$ cat src/rtl/g3alu_pkg.sv
`timescale 1ns / 1ps
// Package for the group-3 execute unit: operation codes, the result record
// and the record carried along the divider chain. No dependencies.
package g3alu_pkg;

    localparam logic [2:0] OP_TEST0 = 3'd0;
    localparam logic [2:0] OP_TEST1 = 3'd1;
    localparam logic [2:0] OP_NOT   = 3'd2;
    localparam logic [2:0] OP_NEG   = 3'd3;
    localparam logic [2:0] OP_MUL   = 3'd4;
    localparam logic [2:0] OP_IMUL  = 3'd5;
    localparam logic [2:0] OP_DIV   = 3'd6;
    localparam logic [2:0] OP_IDIV  = 3'd7;

    localparam logic [1:0] FW_NONE  = 2'd0;
    localparam logic [1:0] FW_CO    = 2'd1;
    localparam logic [1:0] FW_ALL   = 2'd2;

    localparam int NUM_CELLS = 16;

    typedef struct packed {
        logic [15:0] dest_value;
        logic        dest_write;
        logic [15:0] new_ax;
        logic [15:0] new_dx;
        logic        divide_fault;
        logic [1:0]  flags_written;
        logic        carry;
        logic        overflow;
        logic        zero;
        logic        sign;
        logic        parity;
        logic        aux_carry;
    } result_t;

    typedef struct packed {
        result_t     res;
        logic        is_div;
        logic        is_sdiv;
        logic        wide;
        logic        qneg;
        logic        rneg;
        logic [15:0] divisor;
    } item_t;

endpackage

$ cat src/rtl/g3alu_prep.sv
`timescale 1ns / 1ps
// Entry stage: test, not, neg and multiply results, and the operand
// magnitudes and early fault check for the divider chain. Uses g3alu_pkg.
module g3alu_prep (
    input  logic                  aclk,
    input  logic                  aresetn,
    input  logic                  en,
    input  logic                  in_valid,
    input  logic [2:0]            op,
    input  logic                  wide,
    input  logic [15:0]           operand,
    input  logic [15:0]           imm,
    input  logic [15:0]           ax,
    input  logic [15:0]           dx,
    output logic                  out_valid,
    output g3alu_pkg::item_t      out_item,
    output logic [15:0]           out_rem,
    output logic [15:0]           out_lo
);
    import g3alu_pkg::*;

    logic               valid_reg;
    item_t              item_reg, item_next;
    logic [15:0]        rem_reg, rem_next, lo_reg, lo_next;
    logic [15:0]        src, immv, res, nres, bsx, dmag;
    logic [15:0]        ma, mb;
    logic signed [16:0] sa, sb;
    logic signed [33:0] prod;
    logic [31:0]        p, dvd, mag;
    logic               sgn, dneg, bneg, sbit_src;

    always_comb begin
        src  = wide ? operand : {8'h00, operand[7:0]};
        immv = wide ? imm : {8'h00, imm[7:0]};
        sbit_src = wide ? src[15] : src[7];
        nres = (16'h0000 - src) & (wide ? 16'hffff : 16'h00ff);
        ma = wide ? ax : (op == OP_IMUL ? {{8{ax[7]}}, ax[7:0]} : {8'h00, ax[7:0]});
        mb = (op == OP_IMUL && !wide) ? {{8{src[7]}}, src[7:0]} : src;
        sa = (op == OP_IMUL) ? {ma[15], ma} : {1'b0, ma};
        sb = (op == OP_IMUL) ? {mb[15], mb} : {1'b0, mb};
        prod = sa * sb;
        p = prod[31:0];

        sgn  = (op == OP_IDIV);
        dvd  = wide ? {dx, ax} : (sgn ? {{16{ax[15]}}, ax} : {16'h0000, ax});
        dneg = sgn & dvd[31];
        mag  = dneg ? (32'h0 - dvd) : dvd;
        bneg = sgn & sbit_src;
        bsx  = wide ? src : {{8{src[7]}}, src[7:0]};
        dmag = bneg ? (16'h0000 - bsx) : (sgn ? bsx : src);

        res = src & immv;
        item_next = '0;
        item_next.res.new_ax = ax;
        item_next.res.new_dx = dx;
        item_next.wide = wide;
        item_next.divisor = dmag;
        item_next.is_sdiv = sgn;
        item_next.qneg = dneg ^ bneg;
        item_next.rneg = dneg;
        rem_next = wide ? mag[31:16] : 16'h0000;
        lo_next  = mag[15:0];
        case (op)
            OP_TEST0, OP_TEST1: begin
                item_next.res.flags_written = FW_ALL;
                item_next.res.zero   = (res == 16'h0000);
                item_next.res.sign   = wide ? res[15] : res[7];
                item_next.res.parity = ~^res[7:0];
            end
            OP_NOT: begin
                item_next.res.dest_value = ~src & (wide ? 16'hffff : 16'h00ff);
                item_next.res.dest_write = 1'b1;
            end
            OP_NEG: begin
                item_next.res.dest_value = nres;
                item_next.res.dest_write = 1'b1;
                item_next.res.flags_written = FW_ALL;
                item_next.res.carry     = (src != 16'h0000);
                item_next.res.overflow  = (src == (wide ? 16'h8000 : 16'h0080));
                item_next.res.aux_carry = (src[3:0] != 4'h0);
                item_next.res.zero   = (nres == 16'h0000);
                item_next.res.sign   = wide ? nres[15] : nres[7];
                item_next.res.parity = ~^nres[7:0];
            end
            OP_MUL: begin
                item_next.res.flags_written = FW_CO;
                item_next.res.new_ax = p[15:0];
                if (wide) begin
                    item_next.res.new_dx = p[31:16];
                    item_next.res.carry = (p[31:16] != 16'h0000);
                end else begin
                    item_next.res.carry = (p[15:8] != 8'h00);
                end
                item_next.res.overflow = item_next.res.carry;
            end
            OP_IMUL: begin
                item_next.res.flags_written = FW_CO;
                item_next.res.new_ax = p[15:0];
                if (wide) begin
                    item_next.res.new_dx = p[31:16];
                    item_next.res.carry = (p[31:15] != {17{p[15]}});
                end else begin
                    item_next.res.carry = (p[15:7] != {9{p[7]}});
                end
                item_next.res.overflow = item_next.res.carry;
            end
            default: begin
                item_next.is_div = 1'b1;
                item_next.res.divide_fault = (dmag == 16'h0000) ||
                    (wide ? (mag[31:16] >= dmag) : ({8'h00, mag[15:8]} >= dmag));
            end
        endcase
    end

    always_ff @(posedge aclk) begin
        if (!aresetn) begin
            valid_reg <= 1'b0;
        end else if (en) begin
            valid_reg <= in_valid;
        end
    end

    always_ff @(posedge aclk) begin
        if (en) begin
            item_reg <= item_next;
            rem_reg  <= rem_next;
            lo_reg   <= lo_next;
        end
    end

    assign out_valid = valid_reg;
    assign out_item  = item_reg;
    assign out_rem   = rem_reg;
    assign out_lo    = lo_reg;
endmodule

$ cat src/rtl/g3alu_cell.sv
`timescale 1ns / 1ps
// One restoring divide step: develops one quotient bit and passes the item on.
// Uses g3alu_pkg.
module g3alu_cell (
    input  logic             aclk,
    input  logic             aresetn,
    input  logic             en,
    input  logic             in_valid,
    input  g3alu_pkg::item_t in_item,
    input  logic [15:0]      in_rem,
    input  logic [15:0]      in_lo,
    output logic             out_valid,
    output g3alu_pkg::item_t out_item,
    output logic [15:0]      out_rem,
    output logic [15:0]      out_lo
);
    import g3alu_pkg::*;

    logic        valid_reg;
    item_t       item_reg;
    logic [15:0] rem_reg, rem_next, lo_reg, lo_next;
    logic [16:0] t, diff;
    logic        ge;

    always_comb begin
        t    = {in_rem, in_lo[15]};
        diff = t - {1'b0, in_item.divisor};
        ge   = (t >= {1'b0, in_item.divisor});
        rem_next = ge ? diff[15:0] : t[15:0];
        lo_next  = {in_lo[14:0], ge};
    end

    always_ff @(posedge aclk) begin
        if (!aresetn) begin
            valid_reg <= 1'b0;
        end else if (en) begin
            valid_reg <= in_valid;
        end
    end

    always_ff @(posedge aclk) begin
        if (en) begin
            item_reg <= in_item;
            rem_reg  <= rem_next;
            lo_reg   <= lo_next;
        end
    end

    assign out_valid = valid_reg;
    assign out_item  = item_reg;
    assign out_rem   = rem_reg;
    assign out_lo    = lo_reg;
endmodule

$ cat src/rtl/g3alu_post.sv
`timescale 1ns / 1ps
// Exit stage: signs the quotient and remainder, checks the signed range and
// holds the result for the output transfer. Uses g3alu_pkg.
module g3alu_post (
    input  logic               aclk,
    input  logic               aresetn,
    input  logic               en,
    input  logic               in_valid,
    input  g3alu_pkg::item_t   in_item,
    input  logic [15:0]        in_rem,
    input  logic [15:0]        in_lo,
    output logic               out_valid,
    output g3alu_pkg::result_t out_res
);
    import g3alu_pkg::*;

    logic        valid_reg;
    result_t     res_reg, res_next;
    logic [15:0] qv, rv, lim;
    logic        range_fault;

    always_comb begin
        qv  = in_item.qneg ? (16'h0000 - in_lo) : in_lo;
        rv  = in_item.rneg ? (16'h0000 - in_rem) : in_rem;
        lim = in_item.wide ? (in_item.qneg ? 16'h8000 : 16'h7fff)
                           : (in_item.qneg ? 16'h0080 : 16'h007f);
        range_fault = in_item.is_sdiv && (in_lo > lim);
        res_next = in_item.res;
        if (in_item.is_div && !in_item.res.divide_fault) begin
            if (range_fault) begin
                res_next.divide_fault = 1'b1;
            end else if (in_item.wide) begin
                res_next.new_ax = qv;
                res_next.new_dx = rv;
            end else begin
                res_next.new_ax = {rv[7:0], qv[7:0]};
            end
        end
    end

    always_ff @(posedge aclk) begin
        if (!aresetn) begin
            valid_reg <= 1'b0;
        end else if (en) begin
            valid_reg <= in_valid;
        end
    end

    always_ff @(posedge aclk) begin
        if (en) begin
            res_reg <= res_next;
        end
    end

    assign out_valid = valid_reg;
    assign out_res   = res_reg;
endmodule

$ cat src/rtl/x86_group3_alu_top.sv
`timescale 1ns / 1ps
// Top level of the group-3 execute unit: entry stage, sixteen divide cells
// and exit stage. Uses g3alu_pkg, g3alu_prep, g3alu_cell and g3alu_post.
//
//  channel | direction | handshake          | payload
//  s_      | in        | s_valid / s_ready  | op, wide, operand, imm, ax, dx
//  m_      | out       | m_valid / m_ready  | dest, new AX/DX, fault, flags
//
// One item is accepted per cycle while the output is not stalled; each result
// passes in turn through the entry stage, the sixteen divide cells and the exit
// register. Reset clears only the valid bits of the chain.
// The whole chain advances together, so a stalled output holds every stage.
module x86_group3_alu_top (
    input  logic        aclk,
    input  logic        aresetn,
    input  logic        s_valid,
    output logic        s_ready,
    input  logic [2:0]  s_op,
    input  logic        s_wide,
    input  logic [15:0] s_operand,
    input  logic [15:0] s_imm,
    input  logic [15:0] s_ax,
    input  logic [15:0] s_dx,
    output logic        m_valid,
    input  logic        m_ready,
    output logic [15:0] m_dest_value,
    output logic        m_dest_write,
    output logic [15:0] m_new_ax,
    output logic [15:0] m_new_dx,
    output logic        m_divide_fault,
    output logic [1:0]  m_flags_written,
    output logic        m_carry,
    output logic        m_overflow,
    output logic        m_zero,
    output logic        m_sign,
    output logic        m_parity,
    output logic        m_aux_carry
);
    import g3alu_pkg::*;

    logic        en;
    logic        vld   [NUM_CELLS+1];
    item_t       itm   [NUM_CELLS+1];
    logic [15:0] rem   [NUM_CELLS+1];
    logic [15:0] lo    [NUM_CELLS+1];
    result_t     res;

    assign en      = !m_valid || m_ready;
    assign s_ready = en;

    g3alu_prep u_prep (
        .aclk      (aclk),
        .aresetn   (aresetn),
        .en        (en),
        .in_valid  (s_valid),
        .op        (s_op),
        .wide      (s_wide),
        .operand   (s_operand),
        .imm       (s_imm),
        .ax        (s_ax),
        .dx        (s_dx),
        .out_valid (vld[0]),
        .out_item  (itm[0]),
        .out_rem   (rem[0]),
        .out_lo    (lo[0])
    );

    for (genvar i = 0; i < NUM_CELLS; i++) begin : g_cell
        g3alu_cell u_cell (
            .aclk      (aclk),
            .aresetn   (aresetn),
            .en        (en),
            .in_valid  (vld[i]),
            .in_item   (itm[i]),
            .in_rem    (rem[i]),
            .in_lo     (lo[i]),
            .out_valid (vld[i+1]),
            .out_item  (itm[i+1]),
            .out_rem   (rem[i+1]),
            .out_lo    (lo[i+1])
        );
    end

    g3alu_post u_post (
        .aclk      (aclk),
        .aresetn   (aresetn),
        .en        (en),
        .in_valid  (vld[NUM_CELLS]),
        .in_item   (itm[NUM_CELLS]),
        .in_rem    (rem[NUM_CELLS]),
        .in_lo     (lo[NUM_CELLS]),
        .out_valid (m_valid),
        .out_res   (res)
    );

    assign m_dest_value    = res.dest_value;
    assign m_dest_write    = res.dest_write;
    assign m_new_ax        = res.new_ax;
    assign m_new_dx        = res.new_dx;
    assign m_divide_fault  = res.divide_fault;
    assign m_flags_written = res.flags_written;
    assign m_carry         = res.carry;
    assign m_overflow      = res.overflow;
    assign m_zero          = res.zero;
    assign m_sign          = res.sign;
    assign m_parity        = res.parity;
    assign m_aux_carry     = res.aux_carry;

`ifndef ASSERT_OFF
    a_fault_quiet: assert property (@(posedge aclk) disable iff (!aresetn)
        m_valid && m_divide_fault |-> m_flags_written == FW_NONE && !m_dest_write
            && !m_carry && !m_overflow)
        else $error("divide fault with flags or write-back");
    a_dest_zero: assert property (@(posedge aclk) disable iff (!aresetn)
        m_valid && !m_dest_write |-> m_dest_value == 16'h0000)
        else $error("destination value without write-back");
    a_co_only: assert property (@(posedge aclk) disable iff (!aresetn)
        m_valid && m_flags_written == FW_CO |-> !m_zero && !m_sign && !m_parity
            && !m_aux_carry && m_carry == m_overflow)
        else $error("multiply flags inconsistent");
    a_stall_hold: assert property (@(posedge aclk) disable iff (!aresetn)
        m_valid && !m_ready |=> !s_ready || $past(vld[NUM_CELLS]) == vld[NUM_CELLS])
        else $error("chain moved during stall");
`endif
endmodule

$ cat config.mk
export PLATFORM = sky130hd
export DESIGN_NAME = x86_group3_alu_top
export DESIGN_NICKNAME = d
export VERILOG_FILES = /design/src/rtl/g3alu_pkg.sv /design/src/rtl/g3alu_prep.sv /design/src/rtl/g3alu_cell.sv /design/src/rtl/g3alu_post.sv /design/src/rtl/x86_group3_alu_top.sv
export SDC_FILE = /design/constraint.sdc
export NUM_CORES = 2
export LEC_CHECK = 0
export BUFFER_PORTS_ARGS = -buffer_cell sky130_fd_sc_hd__buf_4
export CAP_MARGIN = 20
export CORE_ASPECT_RATIO = 1.1
export CORE_UTILIZATION = 31
export CTS_BUF_LIST = sky130_fd_sc_hd__clkbuf_8
export CTS_CLUSTER_DIAMETER = 200
export DETAILED_ROUTE_END_ITERATION = 7
export SYNTH_ARGS = -nofsm -noshare
export SYNTH_HDL_FRONTEND = slang
export SYNTH_SLANG_ARGS = --single-unit
$ cat constraint.sdc
create_clock -name aclk -period 83.6 [get_ports aclk]
set_clock_uncertainty 0.15 [all_clocks]
set_input_delay 4.18 -clock aclk [delete_from_list [all_inputs] [get_ports aclk]]
set_output_delay 4.18 -clock aclk [all_outputs]
set_load 0.05 [all_outputs]
### Word level (Yosys, flattened, before mapping)

Cells that the tools add are included.

* logic and storage cells: 502
* flip-flop bits (word level): 1947
* input bits: 72
* output and inout bits: 60

* muxes and demuxes: 54
* reduce and logical (&&, ||, !) cells: 22
* equal/unequal tests: 9
* order comparisons: 19
* $add $sub $neg: 21
* bitwise logic cells: 7
* multiply operators: 1

Operators by type and width (number)
* 2-to-1 mux 16 bit: 33
* greater-or-equal comparator 17 x 16 -> 1 bit: 16
* subtractor 16 bit: 16
* 2-to-1 mux 32 bit: 5
* subtractor 1 x 16 -> 16 bit (first input constant): 4
* bitwise AND 16 bit: 3
* zero test 16 bit: 3
* 2-to-1 mux 17 bit: 2
* one-hot mux 17 bit (2 select lines): 1
* 2-to-1 mux 33 bit: 1
* multiplier 17 x 17 -> 32 bit: 1
* nonzero test 16 bit: 2
* subtractor 1 x 32 -> 32 bit (first input constant): 1
* == test 16 bit: 1
* greater-or-equal comparator 16 bit: 1
* greater-or-equal comparator 8 x 16 -> 1 bit: 1
* greater-than comparator 16 bit: 1
* inequality test 16 bit: 1
* NOT 16 bit: 1
* XNOR reduction 8 bit: 2
* == test 3 bit (second input constant): 3
* 2-to-1 mux 1 bit: 8
* 2-to-1 mux 8 bit: 1
* inequality test 8 bit: 1
* other kinds (16): 24

### Longest topological paths before layout

* depth in word-level cells: 8
* gate-level depth with buffers: 32
* depth with buffers taken out: 28

### Modules after synthesis

Synthesis repeated with hierarchy kept, for this count alone.

* cell total of the unflattened synthesis: 6522
* area total of the unflattened synthesis: 94453.1 um2

By module, submodules not included
* g3alu_cell at g_cell[0].u_cell ...: cells each 267, instances 9, sequential area each 3353.2 um2, area each 4560.6 um2
* g3alu_cell at g_cell[5].u_cell ...: cells each 271, instances 5, sequential area each 3353.2 um2, area each 4599.4 um2
* g3alu_prep: cells each 1950, instances 1, sequential area each 3353.2 um2, area each 17941.0 um2
* g3alu_cell at g_cell[3].u_cell ...: cells each 272, instances 2, sequential area each 3353.2 um2, area each 4535.6 um2
* g3alu_post: cells each 269, instances 1, sequential area each 1761.7 um2, area each 3392.0 um2
* x86_group3_alu_top: cells each 1, instances 1, sequential area each 0.0 um2, area each 6.3 um2

### Worst setup path after synthesis

No wires, ideal clock.

* kind: input-to-output
* start: input port m_ready
* end: output port s_ready
* path buffers: 2
* slack: 22.385 ns
* data required time: 79.270 ns
* arrival: 56.885 ns
* cell stages on the path: 4
* cell sequence: nor2b_1 -> clkbuf_1 -> clkinv_1 -> clkbuf_1

* longest elaborated chain between the ends: 1

RTL lines
* start, declared: line x86_group3_alu_top.sv:25 `input logic m_ready,`
* logical OR 1 bit: line x86_group3_alu_top.sv:48 `assign en = !m_valid || m_ready;`
* end, declared: line x86_group3_alu_top.sv:17 `output logic s_ready,`

Every way passes these cells.

==> impl_metrics.py <==
metrics = {
    "synth": {
        "synth-main-ff-cell": "edfxtp_1",
        "yosys.area_share.simple": 0.0823,
        "synth_top_family_by_area": "adder cells",
        "yosys.area_share.xor_xnor": 0.0259,
        "synth_seq_area_share": 0.648,
        "postSynthCellCount": 6288,
        "ys_top_cells_by_area": "edfxtp_1 64%, fa_1 6.6%, ha_1 5.5%",
        "synthAdderAreaFrac": 0.121,
        "synth_seq_cells": 1947,
        "yosysTopAreaCellShare": 0.644,
        "yosys_warnings": 0,
        "synth_edf_count": 1929,
        "async_flop_share": 0,
        "synth.cell_area_sq_mm": 0.0900,
        "synth.mux.area_fraction": 0.0252,
        "synth_compound_area_frac": 0.0632,
        "yosysTopAreaCell": "edfxtp_1",
        "syn_avg_cell_area_sq_um": 14.3,
        "yosysUniqueCellTypes": 91,
        "syn-num-nets": 7050,
    },
    "final_layout": {
        "final_common_cell": "edfxtp_1",
        "instances_no_fill": 10800,
        "nets": 7407,
        "fill_cells": 27600,
        "drive_above_1_share": 0.114,
        "area_delta_synth_final_pct": 12.9,
        "multi_input_area_sq_mm": 0.0286,
        "final_cell_mix": "1,929 x edfxtp_1, 765 x inv_1, 414 x nor2_1",
        "seq_area_sq_mm": 0.0583,
    },
    "worst_setup_path": {
        "cp-start-kind": "input port",
        "startpoint": "s_op[1]",
        "crit_path_end_kind": "register",
        "cp_data_required_time_ns": 84.05,
        "criticalPathCategory": "in2reg",
        "worstPathMaxFanout": 25,
        "r2r_start": "u_post.out_valid",
        "arrival_ns": 13.75,
    },
    "placement": {
        "numPortBuffers": 131,
        "gp_congestion": 0.939,
        "dp_hpwl_um": 136000,
        "placed_cells": 10200,
        "post-place-ws_ns": 69.43,
    },
    "sta": {
        "period_minus_slack_ns": 13.29,
        "finalHoldViolations": 0,
        "post-route-period-util": 0.159,
        "finalSetupTns_ns": 0,
        "worst_slew_pin_slew_ns": 1.08,
        "timing.fmax_ghz": 0.0752,
        "setup_slack_ns": 70.31,
        "slew_headroom": 0.281,
        "rsz0062_at_grt": "no",
        "finalMaxSlewViolations": 0,
        "setup_viol": 0,
    },
    "cts": {
        "root_buffer": "clkbuf_8",
        "cts_resized": 0,
        "htree_num_levels": 5,
        "cts_sinks": 1947,
        "cts_setup_buffers": 0,
        "tritoncts": "built",
        "clk_pin_slew_worst_paths_ns": 0.06,
        "clkLatencyLatePin_ns": 0.92,
        "numCtsBuffers": 325,
        "clock_tree.buffer_depth": 4,
        "cts_hold_buf": 0,
    },
    "route": {
        "drtIter0Drc": 2753,
        "drt-wirelength-per-cell_um": 17.6,
        "dr.pass1.iters": 8,
        "postRouteWirelength_um": 190000,
        "antenna_left": 0,
        "avgViaCountPerCell": 4.58,
        "drc_errors": 0,
        "vias": 49300,
    },
    "die": {
        "start_util": 0.311,
        "io_pins": 132,
        "die_h_um": 567,
        "die_area_sq_mm": 0.292,
        "die_w_um": 516,
        "core_sq_mm": 0.289,
        "num_rows": 207,
    },
    "pwr": {
        "p_per_area_mw_per_mm2": 33.7,
        "peakVddDrop_mv": 0.0273,
        "p_leak_nw": 40.0,
    },
    "global_route": {
        "antenna_found_initial": 14,
        "grt_pass1_wl_um": 293000,
        "grt_max_degree": 181,
        "grt-ovfl-total": 0,
        "grt_use_total": 0.128,
        "grt_pass1_vias": 52300,
    },
    "min_path": {
        "hold_path_startpoint": "g_cell[0].u_cell.out_item[74]",
        "hp-class": "reg2reg",
    },
    "status": {
        "outcome": "finished clean",
    },
    "job": {
        "drv_cap": 0,
    },
}
[layer usage]
layer	track usage	routed length [um]	vias up
met1	0.141	73500	24200
met2	0.228	95900	1162
met4	0.0655	9370	10
met5	0	64	-
met3	0.0301	10900	470
li1	-	-	23500
[critical path, cell delays in order]
cell,delay [ns]
buf_4,0.16
nand2b_1,0.54
nor2_1,0.74
and3_1,0.53
a21oi_1,0.26
nor2_1,0.63
nand2_1,0.22
inv_1,0.17
fa_1,0.57
fa_1,0.68
inv_1,0.24
fa_1,0.61
fa_1,0.44
fa_1,0.54
fa_1,0.55
inv_1,0.05
ha_1,0.37
a21o_1,0.26
a31o_2,0.22
a21oi_1,0.31
o21a_1,0.18
o311ai_0,0.19
xor2_1,0.25
a2111oi_2,0.39
nand3_1,0.13
o22ai_1,0.18
nand3_1,0.13
[Yosys cell counts, drive strengths merged (20+ instances only)]
| master | number |
|---|---|
| a2111oi | 22 |
| a211oi | 33 |
| a21boi | 77 |
| a21o | 73 |
| a21oi | 198 |
| and2 | 128 |
| and3 | 30 |
| buf | 22 |
| clkbuf | 122 |
| edfxtp | 1929 |
| fa | 298 |
| ha | 392 |
| inv | 675 |
| mux2 | 169 |
| mux2i | 36 |
| nand2 | 394 |
| nand2b | 71 |
| nand3 | 66 |
| nand4 | 88 |
| nor2 | 414 |
| nor2b | 96 |
| nor3 | 101 |
| o211ai | 20 |
| o21a | 45 |
| o21ai | 190 |
| o31ai | 33 |
| o41ai | 20 |
| or3 | 41 |
| xnor2 | 163 |
| xor2 | 100 |
[sequential cells by signal, indices dropped and copies added, names as in the netlist]
name,flops
u_prep.out_rem,16
g_cell.u_cell.out_lo,256
u_post.out_valid,1
g_cell.u_cell.out_item,1248
g_cell.u_cell.out_rem,256
g_cell.u_cell.out_valid,16
u_prep.out_lo,16
u_post.out_res,58
u_prep.out_valid,1
u_prep.out_item,79
[layout make-up]
| type | instances | area share |
|---|---|---|
| inverters | 678 | 0.0251 |
| diodes | 11 | 0.000271 |
| flip-flops and latches | 1947 | 0.574 |
| clock inverters | 233 | 0.0137 |
| multi-input cells | 3519 | 0.281 |
| clock buffers | 329 | 0.0446 |
| repair buffers | 174 | 0.0136 |
| well taps | 3866 | 0.0476 |
[cell families after synthesis]
group / after synthesis
buffers and inverters: 822
XOR/XNOR: 264
AO/OA/AOI/OAI: 855
multiplexers: 205
flip-flops: 1947
AND/OR/NAND/NOR: 1505
adder cells (fa/ha/maj): 690
[worst paths after layout]
path / to / slack, ns / cells past startpoint
max: u_prep.out_item[26] / 70.31 / 27
max reg2reg: u_post.out_res[44] / 76.78 / 9
min: g_cell[1].u_cell.out_item[74] / 0.21 / 0
min reg2reg: g_cell[1].u_cell.out_item[74] / 0.21 / 0
[where the power goes]
part           switching [mW]  internal (mW)
clock network           0.367          0.408
registers              0.0880           1.36
logic                   0.701          0.493
[stage by stage]
step | hold slack, ns | util | instance area (sq um) | total power, mW
final | 0.208 | 0.352 | 102000 | 3.42
after global routing | 0.193 | 0.352 | 102000 | 3.64
after CTS | 0.187 | 0.351 | 101000 | 3.45
after detailed placement | 0.255 | 0.331 | 95600 | 2.65
after global placement | 0.250 | 0.331 | 95500 | 2.62
after floorplan | 0.250 | - | 90000 | 2.31
Power figures use the tool's default switching activity.
